### src/adaptive_ema_sensor_smoother_defines.svh
// ----------------------------------------------------------------------------
// Assertion macros for the adaptive EMA sensor smoother
// Each macro builds one concurrent check, clocked on clock, off in reset.
// ----------------------------------------------------------------------------
`ifndef ADAPTIVE_EMA_SENSOR_SMOOTHER_DEFINES_SVH
`define ADAPTIVE_EMA_SENSOR_SMOOTHER_DEFINES_SVH

`ifndef NO_ASSERTIONS
// same-cycle implication
`define AES_ASSERT_IMP(lbl, ante, cons) \
   lbl: assert property (@(posedge clock) disable iff (reset) (ante) |-> (cons)) \
      else $error("aes check failed");
// next-cycle implication
`define AES_ASSERT_NEXT(lbl, ante, cons) \
   lbl: assert property (@(posedge clock) disable iff (reset) (ante) |=> (cons)) \
      else $error("aes check failed");
`else
`define AES_ASSERT_IMP(lbl, ante, cons)
`define AES_ASSERT_NEXT(lbl, ante, cons)
`endif

`endif

### src/aes_pkg.sv
// ----------------------------------------------------------------------------
// aes_pkg
// Shared constants for the adaptive EMA sensor smoother.
// ----------------------------------------------------------------------------
`timescale 1ns / 1ps

package aes_pkg;

   localparam int SAMPLE_BITS_DEF   = 10;
   localparam int FRACTION_BITS_DEF = 16;

   // multiplier register is Q0.16 regardless of the value format
   localparam int MULT_BITS = 16;
   localparam int MULT_FRAC = 16;

   localparam int MULT_RESET = 1311;
   localparam int MAXV_RESET = 999;

   localparam int CSR_DATA_BITS = 32;
   localparam int CSR_ADDR_BITS = 3;

   localparam logic REG_MULT = 1'b0;
   localparam logic REG_MAXV = 1'b1;

endpackage

### src/aes_dist_mult.sv
// ----------------------------------------------------------------------------
// aes_dist_mult
// Shift-add multiplier, one bit of the distance per cycle: diff * multiplier.
// ----------------------------------------------------------------------------
`timescale 1ns / 1ps

module aes_dist_mult import aes_pkg::*; #(
   parameter int SAMPLE_BITS = SAMPLE_BITS_DEF
) (
   input  logic                             clock,
   input  logic                             reset,
   input  logic                             start,
   input  logic [SAMPLE_BITS-1:0]           diff,
   input  logic [MULT_BITS-1:0]             mult,
   output logic                             done,
   output logic [SAMPLE_BITS+MULT_BITS-1:0] product
);

   localparam int PW = SAMPLE_BITS + MULT_BITS;
   localparam int CW = $clog2(SAMPLE_BITS + 1);

   logic                   busy_ff, busy_in;
   logic                   done_ff, done_in;
   logic [CW-1:0]          cnt_ff, cnt_in;
   logic [SAMPLE_BITS-1:0] diff_sh_ff, diff_sh_in;
   logic [PW-1:0]          mcand_ff, mcand_in;
   logic [PW-1:0]          acc_ff, acc_in;

   always_comb begin
      busy_in    = busy_ff;
      done_in    = 1'b0;
      cnt_in     = cnt_ff;
      diff_sh_in = diff_sh_ff;
      mcand_in   = mcand_ff;
      acc_in     = acc_ff;
      if (start) begin
         busy_in    = 1'b1;
         cnt_in     = CW'(SAMPLE_BITS);
         diff_sh_in = diff;
         mcand_in   = PW'(mult);
         acc_in     = '0;
      end else if (busy_ff) begin
         if (diff_sh_ff[0]) begin
            acc_in = acc_ff + mcand_ff;
         end
         diff_sh_in = diff_sh_ff >> 1;
         mcand_in   = mcand_ff << 1;
         cnt_in     = cnt_ff - CW'(1);
         if (cnt_ff == CW'(1)) begin
            busy_in = 1'b0;
            done_in = 1'b1;
         end
      end
   end

   always_ff @(posedge clock) begin
      if (reset) begin
         busy_ff <= 1'b0;
         done_ff <= 1'b0;
         cnt_ff  <= '0;
      end else begin
         busy_ff <= busy_in;
         done_ff <= done_in;
         cnt_ff  <= cnt_in;
      end
   end

   always_ff @(posedge clock) begin
      diff_sh_ff <= diff_sh_in;
      mcand_ff   <= mcand_in;
      acc_ff     <= acc_in;
   end

   assign done    = done_ff;
   assign product = acc_ff;

endmodule

### src/aes_gain_div.sv
// ----------------------------------------------------------------------------
// aes_gain_div
// Restoring divider, one quotient bit per cycle: gain = 2d*2^F / (d + 2^16),
// saturated to one.
// ----------------------------------------------------------------------------
`timescale 1ns / 1ps

module aes_gain_div import aes_pkg::*; #(
   parameter int SAMPLE_BITS   = SAMPLE_BITS_DEF,
   parameter int FRACTION_BITS = FRACTION_BITS_DEF
) (
   input  logic                             clock,
   input  logic                             reset,
   input  logic                             start,
   input  logic [SAMPLE_BITS+MULT_BITS-1:0] scaled,
   output logic                             done,
   output logic [FRACTION_BITS:0]           gain
);

   localparam int DW = SAMPLE_BITS + MULT_BITS + 1;
   localparam int CW = $clog2(FRACTION_BITS + 2);

   logic                   busy_ff, busy_in;
   logic                   done_ff, done_in;
   logic [CW-1:0]          cnt_ff, cnt_in;
   logic [DW-1:0]          den_ff, den_in;
   logic [DW-1:0]          rem_ff, rem_in;
   logic [FRACTION_BITS:0] quot_ff, quot_in;
   logic [DW:0]            trial;
   logic [DW:0]            trial_sub;
   logic                   fits;

   assign trial     = {rem_ff, 1'b0};
   assign trial_sub = trial - {1'b0, den_ff};
   assign fits      = trial >= {1'b0, den_ff};

   always_comb begin
      busy_in = busy_ff;
      done_in = 1'b0;
      cnt_in  = cnt_ff;
      den_in  = den_ff;
      rem_in  = rem_ff;
      quot_in = quot_ff;
      if (start) begin
         busy_in = 1'b1;
         cnt_in  = CW'(FRACTION_BITS + 1);
         den_in  = DW'(scaled) + (DW'(1) << MULT_FRAC);
         // first doubling yields 2d, which sets the integer bit
         rem_in  = DW'(scaled);
         quot_in = '0;
      end else if (busy_ff) begin
         rem_in  = fits ? trial_sub[DW-1:0] : trial[DW-1:0];
         quot_in = {quot_ff[FRACTION_BITS-1:0], fits};
         cnt_in  = cnt_ff - CW'(1);
         if (cnt_ff == CW'(1)) begin
            busy_in = 1'b0;
            done_in = 1'b1;
         end
      end
   end

   always_ff @(posedge clock) begin
      if (reset) begin
         busy_ff <= 1'b0;
         done_ff <= 1'b0;
         cnt_ff  <= '0;
      end else begin
         busy_ff <= busy_in;
         done_ff <= done_in;
         cnt_ff  <= cnt_in;
      end
   end

   always_ff @(posedge clock) begin
      den_ff  <= den_in;
      rem_ff  <= rem_in;
      quot_ff <= quot_in;
   end

   assign done = done_ff;
   assign gain = quot_ff[FRACTION_BITS] ? {1'b1, {FRACTION_BITS{1'b0}}} : quot_ff;

endmodule

### src/aes_step_mult.sv
// ----------------------------------------------------------------------------
// aes_step_mult
// Right-shifting serial multiplier: step = floor(mag * gain / 2^F),
// one gain bit per cycle, LSB first.
// ----------------------------------------------------------------------------
`timescale 1ns / 1ps

module aes_step_mult import aes_pkg::*; #(
   parameter int SAMPLE_BITS   = SAMPLE_BITS_DEF,
   parameter int FRACTION_BITS = FRACTION_BITS_DEF
) (
   input  logic                                 clock,
   input  logic                                 reset,
   input  logic                                 start,
   input  logic [SAMPLE_BITS+FRACTION_BITS-1:0] mag,
   input  logic [FRACTION_BITS:0]               gain,
   output logic                                 done,
   output logic [SAMPLE_BITS+FRACTION_BITS-1:0] step
);

   localparam int VW = SAMPLE_BITS + FRACTION_BITS;
   localparam int AW = VW + 1;
   localparam int CW = $clog2(FRACTION_BITS + 2);

   logic                   busy_ff, busy_in;
   logic                   done_ff, done_in;
   logic [CW-1:0]          cnt_ff, cnt_in;
   logic [VW-1:0]          mag_ff, mag_in;
   logic [FRACTION_BITS:0] gsh_ff, gsh_in;
   logic [AW-1:0]          acc_ff, acc_in;
   logic [AW-1:0]          sum;

   assign sum = acc_ff + (gsh_ff[0] ? AW'(mag_ff) : AW'(0));

   always_comb begin
      busy_in = busy_ff;
      done_in = 1'b0;
      cnt_in  = cnt_ff;
      mag_in  = mag_ff;
      gsh_in  = gsh_ff;
      acc_in  = acc_ff;
      if (start) begin
         busy_in = 1'b1;
         cnt_in  = CW'(FRACTION_BITS + 1);
         mag_in  = mag;
         gsh_in  = gain;
         acc_in  = '0;
      end else if (busy_ff) begin
         gsh_in = gsh_ff >> 1;
         cnt_in = cnt_ff - CW'(1);
         // integer gain bit has weight 2^F: add without the shift
         if (cnt_ff == CW'(1)) begin
            acc_in  = sum;
            busy_in = 1'b0;
            done_in = 1'b1;
         end else begin
            acc_in = sum >> 1;
         end
      end
   end

   always_ff @(posedge clock) begin
      if (reset) begin
         busy_ff <= 1'b0;
         done_ff <= 1'b0;
         cnt_ff  <= '0;
      end else begin
         busy_ff <= busy_in;
         done_ff <= done_in;
         cnt_ff  <= cnt_in;
      end
   end

   always_ff @(posedge clock) begin
      mag_ff <= mag_in;
      gsh_ff <= gsh_in;
      acc_ff <= acc_in;
   end

   assign done = done_ff;
   assign step = acc_ff[VW-1:0];

endmodule

### src/adaptive_ema_sensor_smoother.sv
// ----------------------------------------------------------------------------
// adaptive_ema_sensor_smoother: adaptive EMA over converter samples
// A request is accepted only in ST_IDLE, then runs the bit-serial multiply,
// divide and multiply one after another; the next request is taken only once
// the result is in the output register; ST_DONE holds while it is still full.
// Reset (sync, high): smoothed value 0, multiplier 1311, max_value 999.
// ----------------------------------------------------------------------------
`timescale 1ns / 1ps
`include "adaptive_ema_sensor_smoother_defines.svh"

module adaptive_ema_sensor_smoother import aes_pkg::*; #(
   parameter int SAMPLE_BITS   = SAMPLE_BITS_DEF,
   parameter int FRACTION_BITS = FRACTION_BITS_DEF
) (
   input  logic                                 clock,
   input  logic                                 reset,

   input  logic                                 req_valid,
   output logic                                 req_ready,
   input  logic [SAMPLE_BITS-1:0]               req_sample,

   output logic                                 rsp_valid,
   input  logic                                 rsp_ready,
   output logic [SAMPLE_BITS+FRACTION_BITS-1:0] rsp_smoothed_out,

   input  logic                                 csr_psel,
   input  logic                                 csr_penable,
   input  logic                                 csr_pwrite,
   input  logic [CSR_ADDR_BITS-1:0]             csr_paddr,
   input  logic [CSR_DATA_BITS-1:0]             csr_pwdata,
   output logic [CSR_DATA_BITS-1:0]             csr_prdata,
   output logic                                 csr_pready
);

   localparam int VW = SAMPLE_BITS + FRACTION_BITS;
   localparam int PW = SAMPLE_BITS + MULT_BITS;

   typedef enum logic [4:0] {
      ST_IDLE = 5'b00001,
      ST_MUL  = 5'b00010,
      ST_DIV  = 5'b00100,
      ST_STEP = 5'b01000,
      ST_DONE = 5'b10000
   } state_type;

   state_type              state_ff, state_in;
   logic                   mul_start_ff, mul_start_in;
   logic                   div_start_ff, div_start_in;
   logic                   step_start_ff, step_start_in;
   logic                   rsp_valid_ff, rsp_valid_in;
   logic [VW-1:0]          rsp_out_ff, rsp_out_in;
   logic [VW-1:0]          smoothed_ff, smoothed_in;
   logic [VW-1:0]          mag_ff, mag_in;
   logic                   up_ff, up_in;
   logic [MULT_BITS-1:0]   mult_ff, mult_in;
   logic [SAMPLE_BITS-1:0] maxv_ff, maxv_in;

   logic                   req_fire;
   logic                   csr_write;
   logic [VW-1:0]          target;
   logic [VW-1:0]          next_val;
   logic [VW-1:0]          limit;
   logic [VW-1:0]          clamped;
   logic                   mul_done;
   logic                   div_done;
   logic                   step_done;
   logic [PW-1:0]          scaled;
   logic [FRACTION_BITS:0] gain;
   logic [VW-1:0]          step;

   assign req_fire  = req_valid && req_ready;
   assign req_ready = (state_ff == ST_IDLE);
   assign csr_write = csr_psel && csr_penable && csr_pwrite && csr_pready;
   assign csr_pready = 1'b1;

   assign target   = {req_sample, {FRACTION_BITS{1'b0}}};
   assign limit    = {maxv_ff, {FRACTION_BITS{1'b0}}};
   // step never exceeds the distance, so neither side wraps
   assign next_val = up_ff ? (smoothed_ff + step) : (smoothed_ff - step);
   assign clamped  = (next_val > limit) ? limit : next_val;

   always_comb begin
      csr_prdata = {{(CSR_DATA_BITS-MULT_BITS){1'b0}}, mult_ff};
      if (csr_paddr[2] == REG_MAXV) begin
         csr_prdata = {{(CSR_DATA_BITS-SAMPLE_BITS){1'b0}}, maxv_ff};
      end
   end

   always_comb begin
      mult_in = mult_ff;
      maxv_in = maxv_ff;
      if (csr_write) begin
         case (csr_paddr[2])
            REG_MULT: mult_in = csr_pwdata[MULT_BITS-1:0];
            REG_MAXV: maxv_in = csr_pwdata[SAMPLE_BITS-1:0];
            default:  mult_in = mult_ff;
         endcase
      end
   end

   always_comb begin
      state_in      = state_ff;
      mul_start_in  = 1'b0;
      div_start_in  = 1'b0;
      step_start_in = 1'b0;
      rsp_valid_in  = rsp_valid_ff && !rsp_ready;
      rsp_out_in    = rsp_out_ff;
      smoothed_in   = smoothed_ff;
      mag_in        = mag_ff;
      up_in         = up_ff;
      case (state_ff)
         ST_IDLE: begin
            if (req_fire) begin
               up_in        = target >= smoothed_ff;
               mag_in       = (target >= smoothed_ff) ? (target - smoothed_ff)
                                                      : (smoothed_ff - target);
               mul_start_in = 1'b1;
               state_in     = ST_MUL;
            end
         end
         ST_MUL: begin
            if (mul_done) begin
               div_start_in = 1'b1;
               state_in     = ST_DIV;
            end
         end
         ST_DIV: begin
            if (div_done) begin
               step_start_in = 1'b1;
               state_in      = ST_STEP;
            end
         end
         ST_STEP: begin
            if (step_done) begin
               state_in = ST_DONE;
            end
         end
         ST_DONE: begin
            // hold until the output register is free
            if (!rsp_valid_ff || rsp_ready) begin
               smoothed_in  = clamped;
               rsp_out_in   = clamped;
               rsp_valid_in = 1'b1;
               state_in     = ST_IDLE;
            end
         end
         default: state_in = ST_IDLE;
      endcase
   end

   always_ff @(posedge clock) begin
      if (reset) begin
         state_ff      <= ST_IDLE;
         mul_start_ff  <= 1'b0;
         div_start_ff  <= 1'b0;
         step_start_ff <= 1'b0;
         rsp_valid_ff  <= 1'b0;
         smoothed_ff   <= '0;
         mult_ff       <= MULT_BITS'(MULT_RESET);
         maxv_ff       <= SAMPLE_BITS'(MAXV_RESET);
      end else begin
         state_ff      <= state_in;
         mul_start_ff  <= mul_start_in;
         div_start_ff  <= div_start_in;
         step_start_ff <= step_start_in;
         rsp_valid_ff  <= rsp_valid_in;
         smoothed_ff   <= smoothed_in;
         mult_ff       <= mult_in;
         maxv_ff       <= maxv_in;
      end
   end

   always_ff @(posedge clock) begin
      rsp_out_ff <= rsp_out_in;
      mag_ff     <= mag_in;
      up_ff      <= up_in;
   end

   aes_dist_mult #(
      .SAMPLE_BITS (SAMPLE_BITS)
   ) u_dist_mult (
      .clock   (clock),
      .reset   (reset),
      .start   (mul_start_ff),
      .diff    (mag_ff[VW-1:FRACTION_BITS]),
      .mult    (mult_ff),
      .done    (mul_done),
      .product (scaled)
   );

   aes_gain_div #(
      .SAMPLE_BITS   (SAMPLE_BITS),
      .FRACTION_BITS (FRACTION_BITS)
   ) u_gain_div (
      .clock  (clock),
      .reset  (reset),
      .start  (div_start_ff),
      .scaled (scaled),
      .done   (div_done),
      .gain   (gain)
   );

   aes_step_mult #(
      .SAMPLE_BITS   (SAMPLE_BITS),
      .FRACTION_BITS (FRACTION_BITS)
   ) u_step_mult (
      .clock (clock),
      .reset (reset),
      .start (step_start_ff),
      .mag   (mag_ff),
      .gain  (gain),
      .done  (step_done),
      .step  (step)
   );

   assign rsp_valid        = rsp_valid_ff;
   assign rsp_smoothed_out = rsp_out_ff;

   `AES_ASSERT_NEXT(a_accept_starts_mul, req_fire, state_ff == ST_MUL)
   `AES_ASSERT_IMP(a_out_within_limit, rsp_valid_ff, rsp_out_ff <= limit)
   `AES_ASSERT_IMP(a_out_matches_state, rsp_valid_ff, rsp_out_ff == smoothed_ff)
   `AES_ASSERT_NEXT(a_done_holds_on_stall, (state_ff == ST_DONE) && rsp_valid_ff && !rsp_ready,
                    state_ff == ST_DONE)

endmodule
### config.mk
export PLATFORM = sky130hd
export DESIGN_NAME = adaptive_ema_sensor_smoother
export DESIGN_NICKNAME = d
export VERILOG_FILES = /design/src/aes_pkg.sv /design/src/aes_dist_mult.sv /design/src/aes_gain_div.sv /design/src/aes_step_mult.sv /design/src/adaptive_ema_sensor_smoother.sv
export VERILOG_INCLUDE_DIRS = /design/src /design/src/src
export SDC_FILE = /design/constraint.sdc
export NUM_CORES = 1
export LEC_CHECK = 0
export BUFFER_PORTS_ARGS = -buffer_cell sky130_fd_sc_hd__buf_2
export CORE_ASPECT_RATIO = 0.9
export CORE_MARGIN = 2
export CORE_UTILIZATION = 56
export CTS_CLUSTER_DIAMETER = 120
export DETAILED_ROUTE_END_ITERATION = 8
export GPL_TIMING_DRIVEN = 0
export PLACE_DENSITY_LB_ADDON = 0.3
export SLEW_MARGIN = 20
export SYNTH_ARGS = -nofsm -noshare
export SYNTH_HDL_FRONTEND = slang
export SYNTH_HIERARCHICAL = 1
export SYNTH_SLANG_ARGS = --single-unit
### constraint.sdc
create_clock -name clock -period 8.5 [get_ports clock]
set_input_delay 1.7 -clock clock [delete_from_list [all_inputs] [get_ports clock]]
set_output_delay 1.7 -clock clock [all_outputs]
set_load 0.03 [all_outputs]
Yosys cells after proc, flatten, opt, wreduce, memory -nomap -nowiden
Index checks and enable logic that the tools add are counted.
Operators by class
  add/subtract/negate cells: 11
  order comparisons: 3
  eq/ne operators: 13
  mux-type cells: 45
  bitwise gates (word level): 7
  reductions and logical operators: 25
Operators by type and width (number)
  2-to-1 mux 26 bit: 6
  subtractor 26 bit: 3
  2-to-1 mux 27 bit: 2
  adder 26 bit: 2
  2-to-1 mux 17 bit: 3
  2-to-1 mux 16 bit: 3
  2-to-1 mux 5 bit: 9
  >= comparator 28 x 27 -> 1 bit: 1
  adder 26 x 17 -> 27 bit (second input constant): 1
  adder 27 bit: 1
  subtractor 27 bit: 1
  >= comparator 26 bit: 1
  > comparator 26 bit: 1
  case mux 5 bit (5 select lines): 1
  2-to-1 mux 10 bit: 2
  2-to-1 mux 1 bit: 17
  equality test 5 x 1 -> 1 bit (second input constant): 3
  OR reduction 2 bit: 6
  AND reduction 2 bit: 5
  subtractor 5 x 1 -> 5 bit (second input constant): 2
  OR reduction 3 bit: 3
  2-to-1 mux 4 bit: 2
  != test 2 x 1 -> 1 bit (second input constant): 4
  NOT 1 bit: 7
  other kinds (12): 18
Storage, ports and cells
  register bits: 337
  input bits: 52
  output and inout bits: 61
  word-level logic and storage cells: 138

Logic depth before layout (Yosys ltp)
  word-level depth: 4
  gate-level depth with buffers: 31

By module
Netlist, hierarchy kept.
By module, submodules not included
  adaptive_ema_sensor_smoother: times used 1, cells an instance 855, area each 7631.1 sq um
  aes_gain_div: times used 1, cells an instance 522, area each 4993.5 sq um
  aes_step_mult: times used 1, cells an instance 482, area each 4621.9 sq um
  aes_dist_mult: times used 1, cells an instance 432, area each 4050.1 sq um

Worst setup path before layout
No wires, ideal clock.
  kind: register to register
  start: register u_step_mult.acc_ff[8]
  end: register rsp_out_ff[22], in the netlist rsp_smoothed_out[22], data pin
  arrival time: 5.491 ns
  required time: 8.246 ns
  path slack: 2.755 ns
  cell stages (with the launch flop): 25
  clock period less this slack: 5.745 ns
  cell sequence: dfxtp_1 -> buf_4 -> or4_1 -> nand2b_1 -> nor2_1 -> a21oi_1 -> xor2_1 -> ha_1 -> a21o_1 -> a2111oi_0 -> a21oi_1 -> a41o_1 -> o41ai_1 -> xnor2_1 -> ha_1 -> nand4_1 -> nor4b_1 -> nand3b_1 -> a2111oi_2 -> nand4_1 -> or4_1 -> o31a_1 -> buf_6 -> buf_2 -> o21a_1
Between the ends
  word-level cells in the longest chain between the ends: 4
  elaborated cells between the ends (all ways): 5
Ends and longest elaborated chain
  start, declared: RTL line aes_step_mult.sv:30  | logic [AW-1:0] acc_ff, acc_in;
  start signal, assigned: RTL line aes_step_mult.sv:77  | acc_ff <= acc_in;
  subtractor 26 bit / adder 26 bit (equally long branches): RTL line adaptive_ema_sensor_smoother.sv:79  | assign next_val = up_ff ? (smoothed_ff + step) : (smoothed_ff - step);
  2-to-1 mux 26 bit (*): RTL line adaptive_ema_sensor_smoother.sv:79
  > comparator 26 bit: RTL line adaptive_ema_sensor_smoother.sv:80  | assign clamped = (next_val > limit) ? limit : next_val;
  2-to-1 mux 26 bit (*): RTL line adaptive_ema_sensor_smoother.sv:80
  named net clamped[22]: RTL line adaptive_ema_sensor_smoother.sv:63  | logic [VW-1:0] clamped;
  end signal, assigned: RTL line adaptive_ema_sensor_smoother.sv:174  | rsp_out_ff <= rsp_out_in;
  end, declared: RTL line adaptive_ema_sensor_smoother.sv:51  | logic [VW-1:0] rsp_out_ff, rsp_out_in;
Mark *: on every way through the listed nets, which the timed path passes. The rest lies on a longest branch.
A chain may end at the register's enable or synchronous reset.

Final worst setup path
  start: register u_step_mult.acc_ff[8]
  end: register smoothed_ff[22]
Between the ends
  word-level cells in the longest chain between the ends: 4
  elaborated cells between the ends (all ways): 5
Ends and longest elaborated chain
  subtractor 26 bit / adder 26 bit (equally long branches): RTL line adaptive_ema_sensor_smoother.sv:79
  2-to-1 mux 26 bit (*): RTL line adaptive_ema_sensor_smoother.sv:79
  > comparator 26 bit: RTL line adaptive_ema_sensor_smoother.sv:80
  2-to-1 mux 26 bit (*): RTL line adaptive_ema_sensor_smoother.sv:80
  end signal, assigned: RTL line adaptive_ema_sensor_smoother.sv:167  | smoothed_ff <= smoothed_in;
  end, declared: RTL line adaptive_ema_sensor_smoother.sv:52  | logic [VW-1:0] smoothed_ff, smoothed_in;
Mark *: on every way between the ends. The rest lies on a longest branch, timed or not.

==> impl_metrics.tcl <==
set metrics [dict create \
    timing.critical_path.to_type "register" \
    post_cts.repair.setup_buffers 0 \
    synth_ff_type "sky130_fd_sc_hd__edfxtp_1" \
    hold_path_startpoint "mag_ff[2]$_DFFE_PP_" \
    gr-total-overflow 0 \
    ys_async_sr_fraction_pct 0 \
    slew_headroom_pct 30.8 \
    die-height_um 189 \
    synth_enable_flop_cells 175 \
    netlist_top_cells_area "sky130_fd_sc_hd__edfxtp_1 25%, sky130_fd_sc_hd__dfxtp_1 15%, sky130_fd_sc_hd__ha_1 8.3%" \
    timing.hold.worst.class "reg -> reg" \
    timing.critical_path.max_delay_family "compound AO/OA/AOI/OAI gates" \
    rsz0062_at_grt "false" \
    met2_usage_pct 42.0 \
    start_util_pct 57.0 \
    cts-hold-fix-buffers 0 \
    routed_vias_inst 5.93 \
    drt_pass1_iterations 8 \
    hold-worst-slack_ns 0.416 \
    setup_slack_ns 1.57 \
    syn_avg_cell_area_um2 9.30 \
    yosysTopAreaCellShare_pct 24.7 \
    grt_first_pass_wirelength_um 86700 \
    netlist-cell-type-count 104 \
    multi_input_comb_area_um2 11700 \
    numClockSinks 337 \
    fin_setup_tns_ns 0 \
    clock_insertion_delay_worst_skew_ns 0.56 \
    pwr-share-clk_pct 35.4 \
    finished_layout_cells 2936 \
    whs_path_depth 0 \
    num_io_pins 113 \
    gr-usage-met3_pct 4.26 \
    drt-initial-drc-count 1300 \
    seqCellArea_um2 8500 \
    num-nets-final 2621 \
    num_rows 67 \
    critPathLaunchType "register" \
    worstHoldEndpoint "u_step_mult/mag_ff[2]$_DFFE_PP_" \
    power.internal_mw 3.19 \
    postSynthRegisterBits 337 \
    htreeDepth 2 \
    max_cap_violations 0 \
    number_of_buffers_created_by_cts 38 \
    final.min_clock_period_ns 6.93 \
    crit_top_cell "sky130_fd_sc_hd__a21oi_1" \
    regToRegStartpoint "u_step_mult/acc_ff[8]$_SDFFE_PP0P_" \
    cpMaxStageDelayCell "sky130_fd_sc_hd__or4_1" \
    r2r_slack_ns 1.57 \
    clock_tree_from_tritoncts "done" \
    post_cts_resized 0 \
    worstRegToRegCells 25 \
    drt-total-wl_um 53800 \
    post_synth_instance_area_um2 21300 \
    drive_gt1_share_pct 12.4 \
    grt_pass1_vias 16600 \
    synth.yosys.seq_area_share_pct 39.9 \
    p_seq_share_pct 42.3 \
    number_of_i_o_port_buffers 76 \
    preCtsSetupSlack_ns 1.71 \
    cp.buffers_inverters 3 \
    r2r_end "smoothed_ff[22]$_SDFFE_PP0P_" \
    worst-slew-pin-transition_ns 1.04 \
    path_class "reg -> reg" \
    drc_errors 0 \
    data_arrival_critical_path_ns 7.35 \
    vdd.ir_drop.worst_uv 211 \
    die_w_um 210 \
    fin_util_pct 63.0 \
    synth.largest_area_cell "sky130_fd_sc_hd__edfxtp_1" \
    power.leakage_nw 9.69 \
    timing.critical_path.required_ns 8.92 \
    dp.cells 2865 \
    yosys_warnings 6 \
    route.detailed.wl_per_inst_um 18.3 \
    use_met1_pct 39.3 \
    area_growth_syn_to_layout_pct 10.6 \
    worst-path-max-fanout 10 \
    netSwitchingPower_mw 1.41 \
    finalSetupViolCount 0 \
    hpwl_um 40200 \
    die_area_um2 39600 \
    status "completed" \
    core_area_um2 37400 \
    detailroute.via_count 17400 \
    total_routing_usage_gr_pct 27.1 \
    initial_antenna_violation_count 3 \
    cts.clk_slew.worst_paths_ns 0.06 \
    final_hold_viols 0 \
    gp_congestion 0.944 \
    final-max-slew-violation-count 0 \
    synthCells 2291 \
    period_share_pct 81.5 \
    n_fill_cell 3127 \
    clk_root_buffer_cell "sky130_fd_sc_hd__clkbuf_16" \
    swShare_pct 30.6 \
    antenna_nets_post_route 0 \
    timing.critical_path.slowest_cell_delay_ns 0.53 \
    clk_path_buf_depth 3 \
    max_freq_mhz 144 \
    pin_count_of_the_biggest_net_entering_global_routing 36 \
    most-common-layout-cells "217 x sky130_fd_sc_hd__nand2_1, 203 x sky130_fd_sc_hd__nor2_1, 190 x sky130_fd_sc_hd__a21oi_1" \
    power-per-cell-area_nw_per_um2 195 \
    fraction_of_power_consumed_by_combinational_cells_pct 22.3 \
    fin_skew_ns 0.0142 \
    global_routing_s_busiest_layer "met2" \
    layout_commonest_cell "sky130_fd_sc_hd__nand2_1" \
]
flip-flops by register name, indices dropped and copies added, names as in the netlist, 4 cells and up:
signal,flops
maxv_ff,10
rsp_smoothed_out,26
u_dist_mult/product,26
u_gain_div/rem_ff,27
u_dist_mult/cnt_ff,4
u_gain_div/quot_ff,17
mult_ff,16
u_gain_div/cnt_ff,5
mag_ff,26
u_step_mult/acc_ff,27
u_step_mult/mag_ff,26
smoothed_ff,26
u_gain_div/den_ff,27
u_dist_mult/mcand_ff,26
u_step_mult/gsh_ff,17
u_dist_mult/diff_sh_ff,10
u_step_mult/cnt_ff,5
state_ff,5
synthesized netlist by cell type, types with 15 or more instances:
master	instances
sky130_fd_sc_hd__mux2i_1	44
sky130_fd_sc_hd__o21ai_1	28
sky130_fd_sc_hd__nor2_1	203
sky130_fd_sc_hd__a211oi_1	21
sky130_fd_sc_hd__o21ai_0	67
sky130_fd_sc_hd__a31oi_1	21
sky130_fd_sc_hd__xor2_1	58
sky130_fd_sc_hd__a211o_1	16
sky130_fd_sc_hd__a21oi_1	190
sky130_fd_sc_hd__clkbuf_1	69
sky130_fd_sc_hd__nor2b_1	41
sky130_fd_sc_hd__nand3_1	56
sky130_fd_sc_hd__xnor2_1	87
sky130_fd_sc_hd__ha_1	142
sky130_fd_sc_hd__nand2_1	217
sky130_fd_sc_hd__buf_2	15
sky130_fd_sc_hd__dfxtp_1	162
sky130_fd_sc_hd__and2_1	39
sky130_fd_sc_hd__o21a_1	24
sky130_fd_sc_hd__nor3_1	41
sky130_fd_sc_hd__edfxtp_1	175
sky130_fd_sc_hd__buf_4	44
sky130_fd_sc_hd__inv_1	123
sky130_fd_sc_hd__a21o_1	41
sky130_fd_sc_hd__nand2b_1	26
sky130_fd_sc_hd__nand4_1	22
sky130_fd_sc_hd__mux2_2	53
cell type report:
type / instances / area share, %
Antenna cell: 2 / 0.0212
Timing Repair Buffer: 76 / 1.61
Tap cell: 483 / 2.56
Clock inverter: 9 / 0.345
Clock buffer: 60 / 4.82
Multi-Input combinational cell: 1705 / 49.5
Sequential cell: 337 / 36.1
Buffer: 140 / 3.11
Inverter: 124 / 1.98
power by group through the flow:
stage | logic, mW | registers, mW | clock network [mW]
2_1_floorplan | 0.784 | 1.91 | 0
3_3_place_gp | 0.966 | 1.97 | 0
3_5_place_dp | 0.993 | 1.97 | 0
4_1_cts | 1.01 | 1.94 | 1.65
5_1_grt | 1.13 | 1.96 | 1.70
6_report | 1.02 | 1.95 | 1.63
kinds of logic after synthesis:
| kind of cell | count (synthesis) | share of synthesized area [%] |
|---|---|---|
| XOR/XNOR | 145 | 5.96 |
| AND/OR/NAND/NOR | 737 | 16.7 |
| other | 2 | 0.0353 |
| AO/OA/AOI/OAI | 553 | 17.4 |
| multiplexers | 106 | 5.50 |
| flip-flops | 337 | 39.9 |
| adder cells (fa/ha/maj) | 147 | 8.81 |
| buffers and inverters | 264 | 5.62 |
stage by stage:
stage / power [mW] / area [um^2]
global route: 4.78 / 23600
floorplan: 2.70 / 21400
finish: 4.60 / 23600
CTS: 4.59 / 23600
global placement: 2.94 / 22300
detailed placement: 2.97 / 22300
how the worst max path moves through the flow:
stage | start | end | slack [ns] | cells past startpoint
4_1_cts | u_step_mult/acc_ff[8]$_SDFFE_PP0P_ | smoothed_ff[22]$_SDFFE_PP0P_ | 1.65 | 25
6_report | u_step_mult/acc_ff[8]$_SDFFE_PP0P_ | smoothed_ff[22]$_SDFFE_PP0P_ | 1.57 | 25
5_1_grt | u_step_mult/acc_ff[8]$_SDFFE_PP0P_ | smoothed_ff[22]$_SDFFE_PP0P_ | 1.04 | 29
2_1_floorplan | u_step_mult/acc_ff[8]$_SDFFE_PP0P_ | rsp_smoothed_out[22]$_DFFE_PP_ | 2.75 | 24
3_3_place_gp | u_step_mult/acc_ff[8]$_SDFFE_PP0P_ | smoothed_ff[22]$_SDFFE_PP0P_ | 1.84 | 25
3_5_place_dp | u_step_mult/acc_ff[8]$_SDFFE_PP0P_ | smoothed_ff[22]$_SDFFE_PP0P_ | 1.71 | 25
routing by layer:
metal,wire [um],up-vias
met1,25400,8284
li1,-,8432
met5,10,-
met4,1220,2
met2,23300,625
met3,3900,80
Note: power is estimated with default switching activity, not from simulation.
